[src/rtl/rffca_pkg.sv]
// Shared types and constants of the first-fit rectangle cell allocator.
// No dependencies; all other files but rffca_colmem refer to it by scoped names.
`default_nettype none

package rffca_pkg;

    // Stream word layout
    localparam int PIX_W      = 16;   // pixel size fields
    localparam int POS_W      = 4;    // cell position fields
    localparam int SIZE_W     = 5;    // cell size fields
    localparam int IN_DATA_W  = 56;   // 50 payload bits padded to bytes
    localparam int OUT_DATA_W = 24;   // 18 payload bits padded to bytes

    // Pixel to cell rounding: quotient of a 17 bit dividend by reciprocal
    localparam int QUO_W       = PIX_W + 1;
    localparam int RECIP_SHIFT = 26;
    localparam int RECIP_W     = RECIP_SHIFT + 1;

    // Operation codes carried in the input tuser
    localparam logic OP_RESERVE = 1'b0;
    localparam logic OP_FREE    = 1'b1;

    // Placed rectangle, last field in the lowest bits
    typedef struct packed {
        logic [SIZE_W-1:0] h;
        logic [SIZE_W-1:0] w;
        logic [POS_W-1:0]  y;
        logic [POS_W-1:0]  x;
    } area_t;

endpackage

`default_nettype wire

[src/rtl/rffca_colmem.sv]
// Occupancy column memory: one word of row bits per grid column, one read
// and one write port, registered read data. Does not use rffca_pkg.
`default_nettype none

module rffca_colmem #(
    parameter int GRID_W = 16,
    parameter int GRID_H = 16,
    parameter int AW     = 4
) (
    input  wire logic              clk,
    input  wire logic              rst_n,
    input  wire logic              rd_en,
    input  wire logic [AW-1:0]     rd_addr,
    output logic      [GRID_H-1:0] rd_data,
    input  wire logic              wr_en,
    input  wire logic [AW-1:0]     wr_addr,
    input  wire logic [GRID_H-1:0] wr_data
);

    logic [GRID_H-1:0] col_mem [GRID_W];
    logic [GRID_H-1:0] rd_data_reg;
    logic [GRID_W-1:0] valid_reg;
    logic              rd_valid_reg;

    always_ff @(posedge clk)
    begin
        if (wr_en)
        begin
            col_mem[wr_addr] <= wr_data;
        end
        if (rd_en)
        begin
            rd_data_reg <= col_mem[rd_addr];
        end
    end

    // A column never written since reset reads as all free
    always_ff @(posedge clk or negedge rst_n)
    begin
        if (!rst_n)
        begin
            valid_reg    <= '0;
            rd_valid_reg <= 1'b0;
        end
        else
        begin
            if (wr_en)
            begin
                valid_reg[wr_addr] <= 1'b1;
            end
            if (rd_en)
            begin
                rd_valid_reg <= valid_reg[rd_addr];
            end
        end
    end

    assign rd_data = rd_valid_reg ? rd_data_reg : '0;

endmodule

`default_nettype wire

[src/rtl/rffca_round.sv]
// Rounds a pixel size up to whole cells by a reciprocal multiply with a
// registered product. Uses rffca_pkg for widths and the reciprocal shift.
`default_nettype none

module rffca_round #(
    parameter int CELL_PIXELS = 64
) (
    input  wire logic                        clk,
    input  wire logic                        en,
    input  wire logic [rffca_pkg::PIX_W-1:0] pixels,
    output logic      [rffca_pkg::QUO_W-1:0] cells
);

    localparam int PROD_W = rffca_pkg::QUO_W + rffca_pkg::RECIP_W;
    // ceil(2^S / C); exact for every dividend below 2^17 at any C up to 256
    localparam logic [rffca_pkg::RECIP_W-1:0] RECIP = rffca_pkg::RECIP_W'(
        ((64'd1 << rffca_pkg::RECIP_SHIFT) + 64'(CELL_PIXELS) - 64'd1) / 64'(CELL_PIXELS));

    logic [rffca_pkg::QUO_W-1:0] dividend;
    logic [PROD_W-1:0]           prod_reg;

    assign dividend = {1'b0, pixels} + rffca_pkg::QUO_W'(CELL_PIXELS - 1);

    always_ff @(posedge clk)
    begin
        if (en)
        begin
            prod_reg <= PROD_W'(dividend) * PROD_W'(RECIP);
        end
    end

    assign cells = prod_reg[rffca_pkg::RECIP_SHIFT +: rffca_pkg::QUO_W];

endmodule

`default_nettype wire

[src/rtl/rect_first_fit_cell_allocator.sv]
// First-fit rectangle allocator over a GRID_W x GRID_H cell bitmap, top level.
// Depends on rffca_pkg, rffca_colmem and rffca_round.
`default_nettype none

// The block keeps one occupancy bit per cell, all free after reset, stored as
// one memory word of row bits per grid column. A reserve word (tuser = 0)
// rounds its pixel width and height up to whole cells and searches columns
// left to right, rows top to bottom, for the first free rectangle; it marks
// the cells used and returns ok = 1 with place and size, or ok = 0 and zeros
// when nothing fits. A zero-sized request succeeds at (0,0) and marks nothing.
// A free word (tuser = 1) clears a rectangle given in cells, ignoring cells
// outside the grid, and returns ok = 1 with zeros. One word is processed at a
// time. A free reads, clears and writes back each freed column that lies inside
// the grid, then posts the result. A reserve first rounds the sizes and checks
// them, then for each candidate column x ORs the w covered columns out through
// the single read port of the column memory and scans the result one row per
// cycle for a run of h free rows; on a fit it marks the cells in the w columns
// and posts the result. The memory read port and the bit-serial row scan set
// its speed. No clearing pass follows reset: per-column valid bits make
// unwritten columns read as free. A finished result sits in an output
// register, so the next word is taken while it waits.
module rect_first_fit_cell_allocator #(
    parameter int GRID_W      = 16,
    parameter int GRID_H      = 16,
    parameter int CELL_PIXELS = 64
) (
    input  wire logic                             clk,
    input  wire logic                             rst_n,
    input  wire logic                             s_axis_tvalid,
    output logic                                  s_axis_tready,
    // req_width[15:0], req_height[31:16], free_x[35:32], free_y[39:36],
    // free_w[44:40], free_h[49:45], zero pad above
    input  wire logic [rffca_pkg::IN_DATA_W-1:0]  s_axis_tdata,
    // op[0]
    input  wire logic                             s_axis_tuser,
    output logic                                  m_axis_tvalid,
    input  wire logic                             m_axis_tready,
    // area_x[3:0], area_y[7:4], area_w[12:8], area_h[17:13], zero pad above
    output logic      [rffca_pkg::OUT_DATA_W-1:0] m_axis_tdata,
    // done_ok[0]
    output logic                                  m_axis_tuser
);

    localparam int AW     = (GRID_W > 1) ? $clog2(GRID_W) : 1;
    localparam int YW     = (GRID_H > 1) ? $clog2(GRID_H) : 1;
    localparam int GMAX   = (GRID_W > GRID_H) ? GRID_W : GRID_H;
    // Counters hold grid sizes and column sums, free fields included
    localparam int CW     = $clog2(GMAX + 32) + 1;
    localparam int PAD_W  = rffca_pkg::OUT_DATA_W - $bits(rffca_pkg::area_t);

    typedef enum logic [7:0] {
        ST_IDLE   = 8'b0000_0001,
        ST_ROUND  = 8'b0000_0010,
        ST_CHECK  = 8'b0000_0100,
        ST_GATHER = 8'b0000_1000,
        ST_SCAN   = 8'b0001_0000,
        ST_MODIFY = 8'b0010_0000,
        ST_RESP   = 8'b0100_0000
    } state_t;

    state_t                         state_reg, state_next;
    logic [rffca_pkg::PIX_W-1:0]    rw_reg, rw_next;
    logic [rffca_pkg::PIX_W-1:0]    rh_reg, rh_next;
    logic [CW-1:0]                  w_reg, w_next;
    logic [CW-1:0]                  h_reg, h_next;
    logic [CW-1:0]                  x_reg, x_next;
    logic [CW-1:0]                  y_reg, y_next;
    logic [CW-1:0]                  run_reg, run_next;
    logic [CW-1:0]                  k_reg, k_next;
    logic [CW-1:0]                  start_reg, start_next;
    logic [CW-1:0]                  count_reg, count_next;
    logic [CW-1:0]                  lo_reg, lo_next;
    logic [CW-1:0]                  len_reg, len_next;
    logic                           set_reg, set_next;
    logic [GRID_H-1:0]              acc_reg, acc_next;
    logic                           pend_reg, pend_next;
    logic [AW-1:0]                  pend_addr_reg, pend_addr_next;
    rffca_pkg::area_t               res_area_reg, res_area_next;
    logic                           res_ok_reg, res_ok_next;
    rffca_pkg::area_t               out_area_reg, out_area_next;
    logic                           out_ok_reg, out_ok_next;
    logic                           out_valid_reg, out_valid_next;

    logic [rffca_pkg::QUO_W-1:0]    cells_w, cells_h;
    logic                           round_en;
    logic                           rd_en, wr_en;
    logic [AW-1:0]                  rd_addr, wr_addr;
    logic [GRID_H-1:0]              rd_data, wr_data;
    logic [GRID_H-1:0]              mask;
    logic [CW-1:0]                  col_sum;
    logic                           issue;
    logic [CW:0]                    lo_end;

    rffca_round #(
        .CELL_PIXELS (CELL_PIXELS)
    ) u_round_w (
        .clk    (clk),
        .en     (round_en),
        .pixels (rw_reg),
        .cells  (cells_w)
    );

    rffca_round #(
        .CELL_PIXELS (CELL_PIXELS)
    ) u_round_h (
        .clk    (clk),
        .en     (round_en),
        .pixels (rh_reg),
        .cells  (cells_h)
    );

    rffca_colmem #(
        .GRID_W (GRID_W),
        .GRID_H (GRID_H),
        .AW     (AW)
    ) u_colmem (
        .clk     (clk),
        .rst_n   (rst_n),
        .rd_en   (rd_en),
        .rd_addr (rd_addr),
        .rd_data (rd_data),
        .wr_en   (wr_en),
        .wr_addr (wr_addr),
        .wr_data (wr_data)
    );

    assign round_en = (state_reg == ST_ROUND);

    // Row mask of the rectangle being marked or cleared; rows past the grid drop out
    assign lo_end = {1'b0, lo_reg} + {1'b0, len_reg};
    always_comb
    begin
        for (int b = 0; b < GRID_H; b++)
        begin
            mask[b] = (CW'(b) >= lo_reg) && ((CW + 1)'(b) < lo_end);
        end
    end

    // Column walk shared by the gather and modify passes
    assign col_sum = start_reg + k_reg;
    assign issue   = ((state_reg == ST_GATHER) || (state_reg == ST_MODIFY))
                     && (k_reg < count_reg) && (col_sum < CW'(GRID_W));
    assign rd_en   = issue;
    assign rd_addr = col_sum[AW-1:0];
    assign wr_en   = (state_reg == ST_MODIFY) && pend_reg;
    assign wr_addr = pend_addr_reg;
    assign wr_data = set_reg ? (rd_data | mask) : (rd_data & ~mask);

    always_comb
    begin
        logic          row_used;
        logic [CW-1:0] run_inc;

        state_next     = state_reg;
        rw_next        = rw_reg;
        rh_next        = rh_reg;
        w_next         = w_reg;
        h_next         = h_reg;
        x_next         = x_reg;
        y_next         = y_reg;
        run_next       = run_reg;
        k_next         = k_reg;
        start_next     = start_reg;
        count_next     = count_reg;
        lo_next        = lo_reg;
        len_next       = len_reg;
        set_next       = set_reg;
        acc_next       = acc_reg;
        pend_next      = 1'b0;
        pend_addr_next = pend_addr_reg;
        res_area_next  = res_area_reg;
        res_ok_next    = res_ok_reg;
        out_area_next  = out_area_reg;
        out_ok_next    = out_ok_reg;
        out_valid_next = out_valid_reg;
        row_used       = acc_reg[y_reg[YW-1:0]];
        run_inc        = row_used ? '0 : run_reg + CW'(1);

        // Drop the result once the sink takes it
        if (out_valid_reg && m_axis_tready)
        begin
            out_valid_next = 1'b0;
        end

        if (issue)
        begin
            k_next         = k_reg + CW'(1);
            pend_next      = 1'b1;
            pend_addr_next = col_sum[AW-1:0];
        end

        case (state_reg)
            ST_IDLE:
            begin
                if (s_axis_tvalid)
                begin
                    rw_next = s_axis_tdata[15:0];
                    rh_next = s_axis_tdata[31:16];
                    if (s_axis_tuser == rffca_pkg::OP_FREE)
                    begin
                        start_next    = CW'(s_axis_tdata[35:32]);
                        lo_next       = CW'(s_axis_tdata[39:36]);
                        count_next    = CW'(s_axis_tdata[44:40]);
                        len_next      = CW'(s_axis_tdata[49:45]);
                        set_next      = 1'b0;
                        k_next        = '0;
                        res_ok_next   = 1'b1;
                        res_area_next = '0;
                        state_next    = ST_MODIFY;
                    end
                    else
                    begin
                        state_next = ST_ROUND;
                    end
                end
            end

            ST_ROUND:
            begin
                state_next = ST_CHECK;
            end

            ST_CHECK:
            begin
                if ((cells_w > rffca_pkg::QUO_W'(GRID_W))
                    || (cells_h > rffca_pkg::QUO_W'(GRID_H)))
                begin
                    res_ok_next   = 1'b0;
                    res_area_next = '0;
                    state_next    = ST_RESP;
                end
                else if ((cells_w == '0) || (cells_h == '0))
                begin
                    // Empty rectangle: place at the origin, mark nothing
                    res_ok_next     = 1'b1;
                    res_area_next.x = '0;
                    res_area_next.y = '0;
                    res_area_next.w = cells_w[rffca_pkg::SIZE_W-1:0];
                    res_area_next.h = cells_h[rffca_pkg::SIZE_W-1:0];
                    state_next      = ST_RESP;
                end
                else
                begin
                    w_next     = cells_w[CW-1:0];
                    h_next     = cells_h[CW-1:0];
                    x_next     = '0;
                    start_next = '0;
                    count_next = cells_w[CW-1:0];
                    k_next     = '0;
                    acc_next   = '0;
                    state_next = ST_GATHER;
                end
            end

            ST_GATHER:
            begin
                // OR the covered columns into one row-occupancy word
                if (pend_reg)
                begin
                    acc_next = acc_reg | rd_data;
                end
                if (!issue && !pend_reg)
                begin
                    y_next     = '0;
                    run_next   = '0;
                    state_next = ST_SCAN;
                end
            end

            ST_SCAN:
            begin
                if (run_inc == h_reg)
                begin
                    res_ok_next     = 1'b1;
                    res_area_next.x = x_reg[rffca_pkg::POS_W-1:0];
                    res_area_next.y = rffca_pkg::POS_W'(y_reg + CW'(1) - h_reg);
                    res_area_next.w = w_reg[rffca_pkg::SIZE_W-1:0];
                    res_area_next.h = h_reg[rffca_pkg::SIZE_W-1:0];
                    start_next      = x_reg;
                    count_next      = w_reg;
                    lo_next         = y_reg + CW'(1) - h_reg;
                    len_next        = h_reg;
                    set_next        = 1'b1;
                    k_next          = '0;
                    state_next      = ST_MODIFY;
                end
                else if (y_reg == CW'(GRID_H - 1))
                begin
                    if ((x_reg + w_reg) >= CW'(GRID_W))
                    begin
                        res_ok_next   = 1'b0;
                        res_area_next = '0;
                        state_next    = ST_RESP;
                    end
                    else
                    begin
                        x_next     = x_reg + CW'(1);
                        start_next = x_reg + CW'(1);
                        k_next     = '0;
                        acc_next   = '0;
                        state_next = ST_GATHER;
                    end
                end
                else
                begin
                    y_next   = y_reg + CW'(1);
                    run_next = run_inc;
                end
            end

            ST_MODIFY:
            begin
                // Each column is written back in the cycle after its read
                if (!issue && !pend_reg)
                begin
                    state_next = ST_RESP;
                end
            end

            ST_RESP:
            begin
                // Hold until the output register is free or being emptied
                if (!out_valid_reg || m_axis_tready)
                begin
                    out_area_next  = res_area_reg;
                    out_ok_next    = res_ok_reg;
                    out_valid_next = 1'b1;
                    state_next     = ST_IDLE;
                end
            end

            default:
            begin
                state_next = ST_IDLE;
            end
        endcase
    end

    always_ff @(posedge clk or negedge rst_n)
    begin
        if (!rst_n)
        begin
            state_reg     <= ST_IDLE;
            pend_reg      <= 1'b0;
            out_valid_reg <= 1'b0;
        end
        else
        begin
            state_reg     <= state_next;
            pend_reg      <= pend_next;
            out_valid_reg <= out_valid_next;
        end
    end

    always_ff @(posedge clk)
    begin
        rw_reg        <= rw_next;
        rh_reg        <= rh_next;
        w_reg         <= w_next;
        h_reg         <= h_next;
        x_reg         <= x_next;
        y_reg         <= y_next;
        run_reg       <= run_next;
        k_reg         <= k_next;
        start_reg     <= start_next;
        count_reg     <= count_next;
        lo_reg        <= lo_next;
        len_reg       <= len_next;
        set_reg       <= set_next;
        acc_reg       <= acc_next;
        pend_addr_reg <= pend_addr_next;
        res_area_reg  <= res_area_next;
        res_ok_reg    <= res_ok_next;
        out_area_reg  <= out_area_next;
        out_ok_reg    <= out_ok_next;
    end

    assign s_axis_tready = (state_reg == ST_IDLE);
    assign m_axis_tvalid = out_valid_reg;
    assign m_axis_tdata  = {{PAD_W{1'b0}}, out_area_reg};
    assign m_axis_tuser  = out_ok_reg;

endmodule

`default_nettype wire

[config.mk]
export PLATFORM = sky130hd
export DESIGN_NAME = rect_first_fit_cell_allocator
export DESIGN_NICKNAME = d
export VERILOG_FILES = /design/src/rtl/rffca_pkg.sv /design/src/rtl/rffca_colmem.sv /design/src/rtl/rffca_round.sv /design/src/rtl/rect_first_fit_cell_allocator.sv
export SDC_FILE = /design/constraint.sdc
export NUM_CORES = 1
export LEC_CHECK = 0
export BUFFER_PORTS_ARGS = -buffer_cell sky130_fd_sc_hd__buf_4
export CELL_PAD_IN_SITES_DETAIL_PLACEMENT = 1
export CELL_PAD_IN_SITES_GLOBAL_PLACEMENT = 2
export CORE_MARGIN = 3
export CORE_UTILIZATION = 50
export DETAILED_ROUTE_END_ITERATION = 10
export PLACE_DENSITY_LB_ADDON = 0.1
export RECOVER_POWER = 100
export SETUP_SLACK_MARGIN = 0.2
export SLEW_MARGIN = 10
export SYNTH_ARGS = -nofsm -noshare
export SYNTH_HDL_FRONTEND = slang
export SYNTH_SLANG_ARGS = --single-unit
[constraint.sdc]
create_clock -name clk -period 9.4 [get_ports clk]
set_input_delay 1.88 -clock clk [delete_from_list [all_inputs] [get_ports clk]]
set_output_delay 1.88 -clock clk [all_outputs]
set_load 0.02 [all_outputs]
==> results of run 1 <==
-- layout by cell type, fill, tap and decap left out, types with 6 or more instances in the layout --
master     synthesis  routed
a21o_1            11      11
a21oi_1           28      28
a22o_1             7       7
a32o_1             6       6
and2_0             0       7
and2_1            25      18
and3_1            17      17
buf_4              7      21
clkbuf_1          25      59
clkbuf_16          0      55
clkbuf_4           0      33
clkinv_1           1       9
clkinv_2           0      10
conb_1             1       6
dfrtp_1           25      25
dfxtp_1            7       7
edfxtp_1         448     448
ha_1              36      36
inv_1             29      30
mux2_1             0      14
mux4_2            89      89
nand2_1           56      56
nand2b_1           8       8
nand3_1           23      23
nand4_1            8       8
nand4b_1           6       6
nor2_1            69      68
nor3_1            13      14
nor4_1            16      16
o21a_1            19      19
o21ai_0           20      20
or2_2             16      16
xnor2_1           39      38
xor2_1            20      20
-- metal layers --
layer	GRT usage [%]	up-vias	share of wire (%)
li1	-	4981	-
met1	31.8	5863	45
met2	35.5	273	48
met3	3.97	67	5.0
met4	4.91	0	1.9
met5	0	-	0
-- through the flow --
step	power, mW	utilization [%]	instance area [um^2]
2_1_floorplan	3.05	-	20400
3_3_place_gp	3.25	54.5	21800
3_5_place_dp	3.27	54.5	21800
4_1_cts	5.28	58.7	23500
5_1_grt	5.45	57.9	23200
6_report	5.23	57.9	23200
-- how the worst min path moves through the flow --
stage | cells past startpoint | slack (ns) | endpoint | from
finish | 0 | 0.42 | m_axis_tdata[0]$_DFFE_PP_ | res_area_reg[0]$_DFFE_PP_
global route | 0 | 0.43 | m_axis_tdata[4]$_DFFE_PP_ | res_area_reg[4]$_DFFE_PP_
CTS | 0 | 0.42 | m_axis_tdata[0]$_DFFE_PP_ | res_area_reg[0]$_DFFE_PP_
detailed placement | 0 | 0.41 | m_axis_tdata[10]$_DFFE_PP_ | res_area_reg[10]$_DFFE_PP_
global placement | 0 | 0.40 | m_axis_tdata[4]$_DFFE_PP_ | res_area_reg[4]$_DFFE_PP_
floorplan | 0 | 0.40 | m_axis_tdata[0]$_DFFE_PP_ | res_area_reg[0]$_DFFE_PP_
-- final cells by class --
type	count	area, um^2
Clock inverter	24	211
Clock buffer	69	1480
Sequential cell	481	14200
Inverter	31	116
Timing Repair Buffer	104	593
Tap cell	525	657
Multi-Input combinational cell	645	5850
Fill cell	3614	16900
-- power by group through the flow --
stage / Combinational (mW) / Clock [mW] / Sequential (mW)
finish: 0.711 / 2.01 / 2.51
global route: 0.779 / 2.15 / 2.52
CTS: 0.714 / 2.05 / 2.51
detailed placement: 0.711 / 0 / 2.56
global placement: 0.700 / 0 / 2.55
floorplan: 0.512 / 0 / 2.54
-- cells by family (layout without fill, tap and decap cells) --
group	Yosys count	count (layout)
AO/OA/AOI/OAI	152	152
XOR/XNOR	61	61
adder cells (fa/ha/maj)	40	40
buffers and inverters	76	228
flip-flops	481	481
multiplexers	106	106
other	1	6
AND/OR/NAND/NOR	280	280
==> metrics.md, run 1 <==
| Metric | Value |
|---|---|
| Async SR Flop Fraction | `5.41%` |
| Initial Util | `51.0%` |
| R2r worst-path depth | `6` |
| Ys flop type | `edfxtp_1` |
| Critical path launch point type | `flop` |
| Dominant cells by area after synthesis | `edfxtp_1, mux4_2, dfrtp_1` |
| Routed WL per cell | `25.0 um` |
| WP depth | `6` |
| Clock transition at path regs | `0.06 ns` |
| CP Buf/Inv Count | `1` |
| Drt drc | `0` |
| Final setup fails | `0` |
| Routability cong. | `0.788` |
| Critical Path Max Stage Delay | `3.06 ns` |
| Synth Area in Simple Gates | `7.11%` |
| Slew Viols, Final | `344` |
| Final min period | `5.69 ns` |
| Cells after Synth | `1197` |
| Hold Fails Final Rpt | `0` |
| CTS max path bufs | `3` |
| Worst-path cell with the longest stage delay | `clkbuf_1` |
| Switch Pwr | `1.24 mW` |
| Vias | `11184` |
| Final hold slack | `0.418 ns` |
| Die ar. | `43300 um^2` |
| CTS sink cnt | `481` |
| Ant. Diodes | `0` |
| Worst slew pin tran | `4.40 ns` |
| Count of cell types in the netlist | `78` |
| Crit path setup slack, layout | `3.71 ns` |
| Post-CTS Hold Buffers | `0` |
| Fraction of the mapped netlist area in adder cells | `2.60%` |
| Share of layout cells above drive strength 1 | `17.7%` |
| Largest net degree at the start of global routing | `70` |
| Skew-Pair Late Insertion Delay | `0.60 ns` |
| First-pass iteration count of the detailed router | `5` |
| Crit Reg-Reg Endpoint | `u_colmem.rd_valid_reg$_DFFE_PN0N_` |
| Clock root cell | `clkbuf_16` |
| Crit path required time | `9.88 ns` |
| Int Power | `3.99 mW` |
| TritonCTS clock tree | `yes` |
| Initial antenna violation count | `0` |
| Vias/cell | `5.95` |
| Post-synthesis mux area share | `10.7%` |
| Crit path arrival time | `6.17 ns` |
| Crit end category | `flop` |
| IO buf count | `75` |
| # H-tree levels | `2` |
| Sequential share of power | `48.0%` |
| Reg-to-Reg Start | `start_reg[0]$_DFFE_PP_` |
| Worst Clk Skew | `0.0256 ns` |
| Most common cell on crit path | `mux4_2` |
| Status | `finished with violations` |
| # rows | `73` |
| Post-synth top area cell | `edfxtp_1` |
| Detail Placement HPWL | `30900 um` |
| Max transition margin | `-193%` |
| Post-synth EDFFs | `448` |
| Post-Place Worst Slack | `5.39 ns` |
| Area growth, synth to finish | `13.4%` |
| Final #Nets | `1414` |
| Synth top area share | `65.9%` |
| Vias in the first global route | `12118` |
| Flop-to-flop setup slack | `3.71 ns` |
| Synth top cells by count | `edfxtp_1, mux4_2, nor2_1` |
| Cell-by-cell trace of the critical path | `ha_1 -> fa_1 -> clkbuf_1 -> mux4_2 -> mux4_2 -> mux2_2` |
| Drt total wl | `47000 um` |
| Sw frac | `23.7%` |
| Max_cap viols | `13` |
| Synthesized area | `20400 um^2` |
| Combinational family with the most area after synthesis | `multiplexers` |
| Gr usage total | `22.0%` |
| Initial drt markers | `774` |
| Post-DRT Antenna Nets | `0` |
| Core Area | `40000 um^2` |
| Avg Cell Area, Syn | `17.1 um^2` |
| Dpl cells | `1786` |
| Failing checks | `max-capacitance violations, max-slew violations` |
| Logic pwr share | `13.6%` |
| FMAX | `0.176 GHz` |
| Io pins | `88` |
| Post-CTS Setup Inserts | `0` |
| HP Class | `reg -> reg` |
| Post-Synth XOR/XNOR Area | `2.75%` |
| Ys Warns | `0` |
| Setup TNS | `0 ns` |
| Number of synthesized register bits | `481` |
| Post-CTS resize count | `0` |
| Non-Filler Instances | `1879` |
| RSZ-0062 raised after global routing | `false` |
| Maximum vdd drop | `166 uV` |
| Total CTS buffers | `50` |
| Cell family with most CP delay | `buffers and inverters` |
| CP startpoint | `start_reg[0]$_DFFE_PP_` |
| Max reg flops | `256` |
| Die Y | `208 um` |
| Seq/Total Area, Yosys | `69.8%` |
| PwrDens | `226 nW/um^2` |
| Most frequent cell after synthesis | `edfxtp_1` |
| First-pass GRT wire length | `72500 um` |
| Kind of critical path | `reg -> reg` |
| LEAKAGE | `7.96 nW` |
| Final period utilization | `60.6%` |
| Die W | `208 um` |
| GRT overflow | `0` |
| Synth Area in Compound Gates | `5.39%` |
| Power share of the clock group | `38.4%` |
| Crit Path Max Fanout | `69` |
| CP Capture Point | `u_colmem.rd_valid_reg$_DFFE_PN0N_` |
No activity file was read; power rests on OpenSTA's default activity.
==> run 2, diff against run 1 <==
- CORE_UTILIZATION: 50 -> 42
- clock period: 9.4 -> 5.05 ns (I/O delays scaled with it)
==> run 2 against run 1 <==
Net effect: the flow still finishes with violations (max-capacitance violations, max-slew violations); register-to-register slack got worse by 2.9 ns; setup slack got worse by 2.9 ns; flip-flop and latch count did not move; clock power rose by 93%; sequential share of layout area fell by 0.49 points; maximum frequency rose by 35%; global-route usage fell by 2.2 points; clock skew rose by 0.010 ns.
==> metrics.md, run 2 (synthesis gave the netlist of run 1 again) <==
| Metric | Value |
|---|---|
| Status | `finished with violations` |
| Failing checks | `max-capacitance violations, max-slew violations` |
| LEAKAGE | `7.98 nW (+0.21%)` |
| Sw frac | `23.6% (-0.056 points)` |
| Post-Place Worst Slack | `1.08 ns (-4.31 ns)` |
| Initial antenna violation count | `0 (unchanged)` |
| Skew-Pair Late Insertion Delay | `0.60 ns (about the same)` |
| Ant. Diodes | `0 (unchanged)` |
| Switch Pwr | `2.33 mW (+88%)` |
| TritonCTS clock tree | `yes` |
| # H-tree levels | `2 (unchanged)` |
| FMAX | `0.237 GHz (+35%)` |
| Logic pwr share | `13.2% (-0.4 points)` |
| Maximum vdd drop | `243 uV (+46%)` |
| Crit Reg-Reg Endpoint | `u_colmem.rd_valid_reg$_DFFE_PN0N_` |
| Crit path setup slack, layout | `0.824 ns (-2.88 ns)` |
| Clock transition at path regs | `0.06 ns (about the same)` |
| Post-CTS resize count | `0 (unchanged)` |
| Gr usage total | `19.8% (-2.2 points)` |
| Drt drc | `0 (unchanged)` |
| Commonest non-fill, non-tap cells in the layout | `edfxtp_1, mux4_2, nor2_1` |
| Detail Placement HPWL | `30900 um (+0.14%)` |
| Metal-1 WL | `23000 um (+9.0%)` |
| Largest net degree at the start of global routing | `50 (-29%)` |
| Drt total wl | `49700 um (+5.7%)` |
| Power share of the clock group | `39.3% (+0.9 points)` |
| Post-DRT Antenna Nets | `0 (unchanged)` |
| CTS sink cnt | `481 (unchanged)` |
| Routed wl met2 | `23200 um (+2.3%)` |
| # rows | `80 (+9.6%)` |
| Area growth, synth to finish | `14.3%` |
| Kind of critical path | `reg -> reg` |
| Vias/cell | `5.66 (-5.0%)` |
| Total CTS buffers | `52 (+4.0%)` |
| Max Used Layer | `met4` |
| HP Class | `reg -> reg` |
| Clock root cell | `clkbuf_16` |
| Hold depth | `0 (unchanged)` |
| Register area | `14200 um^2 (unchanged)` |
| Die ar. | `51300 um^2 (+18%)` |
| First-pass iteration count of the detailed router | `4 (-1)` |
| Final period utilization | `83.7% (+23 points)` |
| Startpoint of the worst hold path | `res_area_reg[9]$_DFFE_PP_` |
| Reg-to-Reg Start | `k_reg[0]$_DFF_P_` |
| Most common cell after layout, fill and taps aside | `edfxtp_1` |
| Routed WL per cell | `25.3 um (+1.0%)` |
| GRT overflow | `0 (unchanged)` |
| Vias | `11118 (-0.59%)` |
| Share of layout cells above drive strength 1 | `18.4% (+0.63 points)` |
| Max_cap viols | `24 (+11)` |
| Flop-to-flop setup slack | `0.82 ns (-2.88 ns)` |
| Final min period | `4.23 ns (-1.47 ns)` |
| Post-CTS Setup Inserts | `0 (unchanged)` |
| Die Y | `226 um (+8.8%)` |
| Core Area | `47800 um^2 (+20%)` |
| Io pins | `88 (unchanged)` |
| Worst Clk Skew | `0.0360 ns (+0.0104 ns)` |
| Multi-input gate area | `5880 um^2 (+0.47%)` |
| Initial Util | `42.7% (-8.4 points)` |
| Max transition margin | `-90.0% (+100 points)` |
| Routability cong. | `0.767 (-2.6%)` |
| FILL cells | `4550 (+26%)` |
| First-pass GRT wire length | `75300 um (+3.8%)` |
| Setup TNS | `0 ns (unchanged)` |
| Crit Path Max Fanout | `24 (-65%)` |
| CTS max path bufs | `3 (unchanged)` |
| Crit end category | `flop` |
| R2r worst-path depth | `9 (+3)` |
| Final #Nets | `1415 (+0.071%)` |
| Final setup fails | `0 (unchanged)` |
| Critical path launch point type | `flop` |
| Vias in the first global route | `11851 (-2.2%)` |
| Routed wl met3 | `2420 um (+2.0%)` |
| Slew Viols, Final | `483 (+40%)` |
| Worst slew pin tran | `2.84 ns (-1.56 ns)` |
| Sequential share of power | `47.5% (-0.5 points)` |
| Max reg flops | `256 (unchanged)` |
| Post-CTS Hold Buffers | `0 (unchanged)` |
| IO buf count | `75 (unchanged)` |
| Crit path arrival time | `4.68 ns (-1.49 ns)` |
| Hold Fails Final Rpt | `0 (unchanged)` |
| Die W | `226 um (+8.8%)` |
| RSZ-0062 raised after global routing | `false` |
| Int Power | `7.52 mW (+89%)` |
| PwrDens | `422 nW/um^2 (+87%)` |
| Crit path required time | `5.51 ns (-4.37 ns)` |
| WHS Endpoint | `m_axis_tdata[9]$_DFFE_PP_` |
| Initial drt markers | `727 (-6.1%)` |
==> run 2: cell count changes in the layout (fill, tap and decap cells not counted), moves of 2 or more <==
cell,previous run,this run
buf_4,21,25
clkbuf_1,59,53
clkbuf_16,55,52
nor2_2,1,7
clkinv_1,9,13
clkbuf_4,33,31
clkbuf_8,5,0
bufinv_16,3,9
clkinv_2,10,8
nor2_1,68,62
==> run 2: worst max-delay path by stage <==
| stage | cells after the start | endpoint | start |
|---|---|---|---|
| 2_1_floorplan | 4 | state_reg[0]$_DFFE_PN1P_ | state_reg[5]$_DFFE_PN0P_ |
| 3_3_place_gp | 9 | u_colmem.col_mem[14][4]$_DFFE_PP_ | lo_reg[0]$_DFFE_PP_ |
| 3_5_place_dp | 9 | u_colmem.col_mem[6][4]$_DFFE_PP_ | lo_reg[0]$_DFFE_PP_ |
| 4_1_cts | 9 | u_colmem.col_mem[1][4]$_DFFE_PP_ | lo_reg[0]$_DFFE_PP_ |
| 5_1_grt | 9 | u_colmem.rd_valid_reg$_DFFE_PN0N_ | k_reg[0]$_DFF_P_ |
| 6_report | 9 | u_colmem.rd_valid_reg$_DFFE_PN0N_ | k_reg[0]$_DFF_P_ |
==> run 2: worst max-delay path, cell delays in order (launching register included) <==
cell and delay, ns:
dfxtp_1 0.47, ha_1 0.27, fa_4 0.27, nand3_1 0.08, a21boi_0 0.40, o2111ai_1 0.18, or4_1 0.62, nor2_2 0.16
clkbuf_1 1.23, mux2_2 0.43
==> run 2: layout make-up <==
type | instances | share of cell area (%)
Sequential cell | 481 | 61.0
Clock inverter | 32 | 1.66
Inverter | 31 | 0.499
Tap cell | 615 | 3.30
Multi-Input combinational cell | 645 | 25.2
Clock buffer | 59 | 5.69
Timing Repair Buffer | 103 | 2.63
==> run 2: power groups by stage <==
stage                     Sequential, mW  Clock [mW]  Combinational (mW)
after floorplan                     4.72           0               0.953
after global placement              4.75           0                1.34
after detailed placement            4.76           0                1.35
after CTS                           4.68        3.98                1.36
after global routing                4.70        4.12                1.43
final                               4.68        3.87                1.30
==> run 2: per-stage QoR <==
step | utilization, % | instance area (um^2) | hold slack (ns) | instances | power (mW)
after floorplan | - | 20400 | 0.400 | 1202 | 5.68
after global placement | 45.8 | 21900 | 0.404 | 1875 | 6.09
after detailed placement | 45.8 | 21900 | 0.406 | 1875 | 6.11
after CTS | 49.4 | 23600 | 0.312 | 1966 | 10.0
after global routing | 48.8 | 23300 | 0.416 | 1966 | 10.2
final | 48.8 | 23300 | 0.402 | 1966 | 9.85
==> run 2: routing by layer <==
layer | vias to the layer above | global-route usage, %
met5 | - | 0
li1 | 4986 | -
met1 | 5827 | 28.9
met3 | 68 | 3.48
met2 | 237 | 31.4
met4 | 0 | 4.87
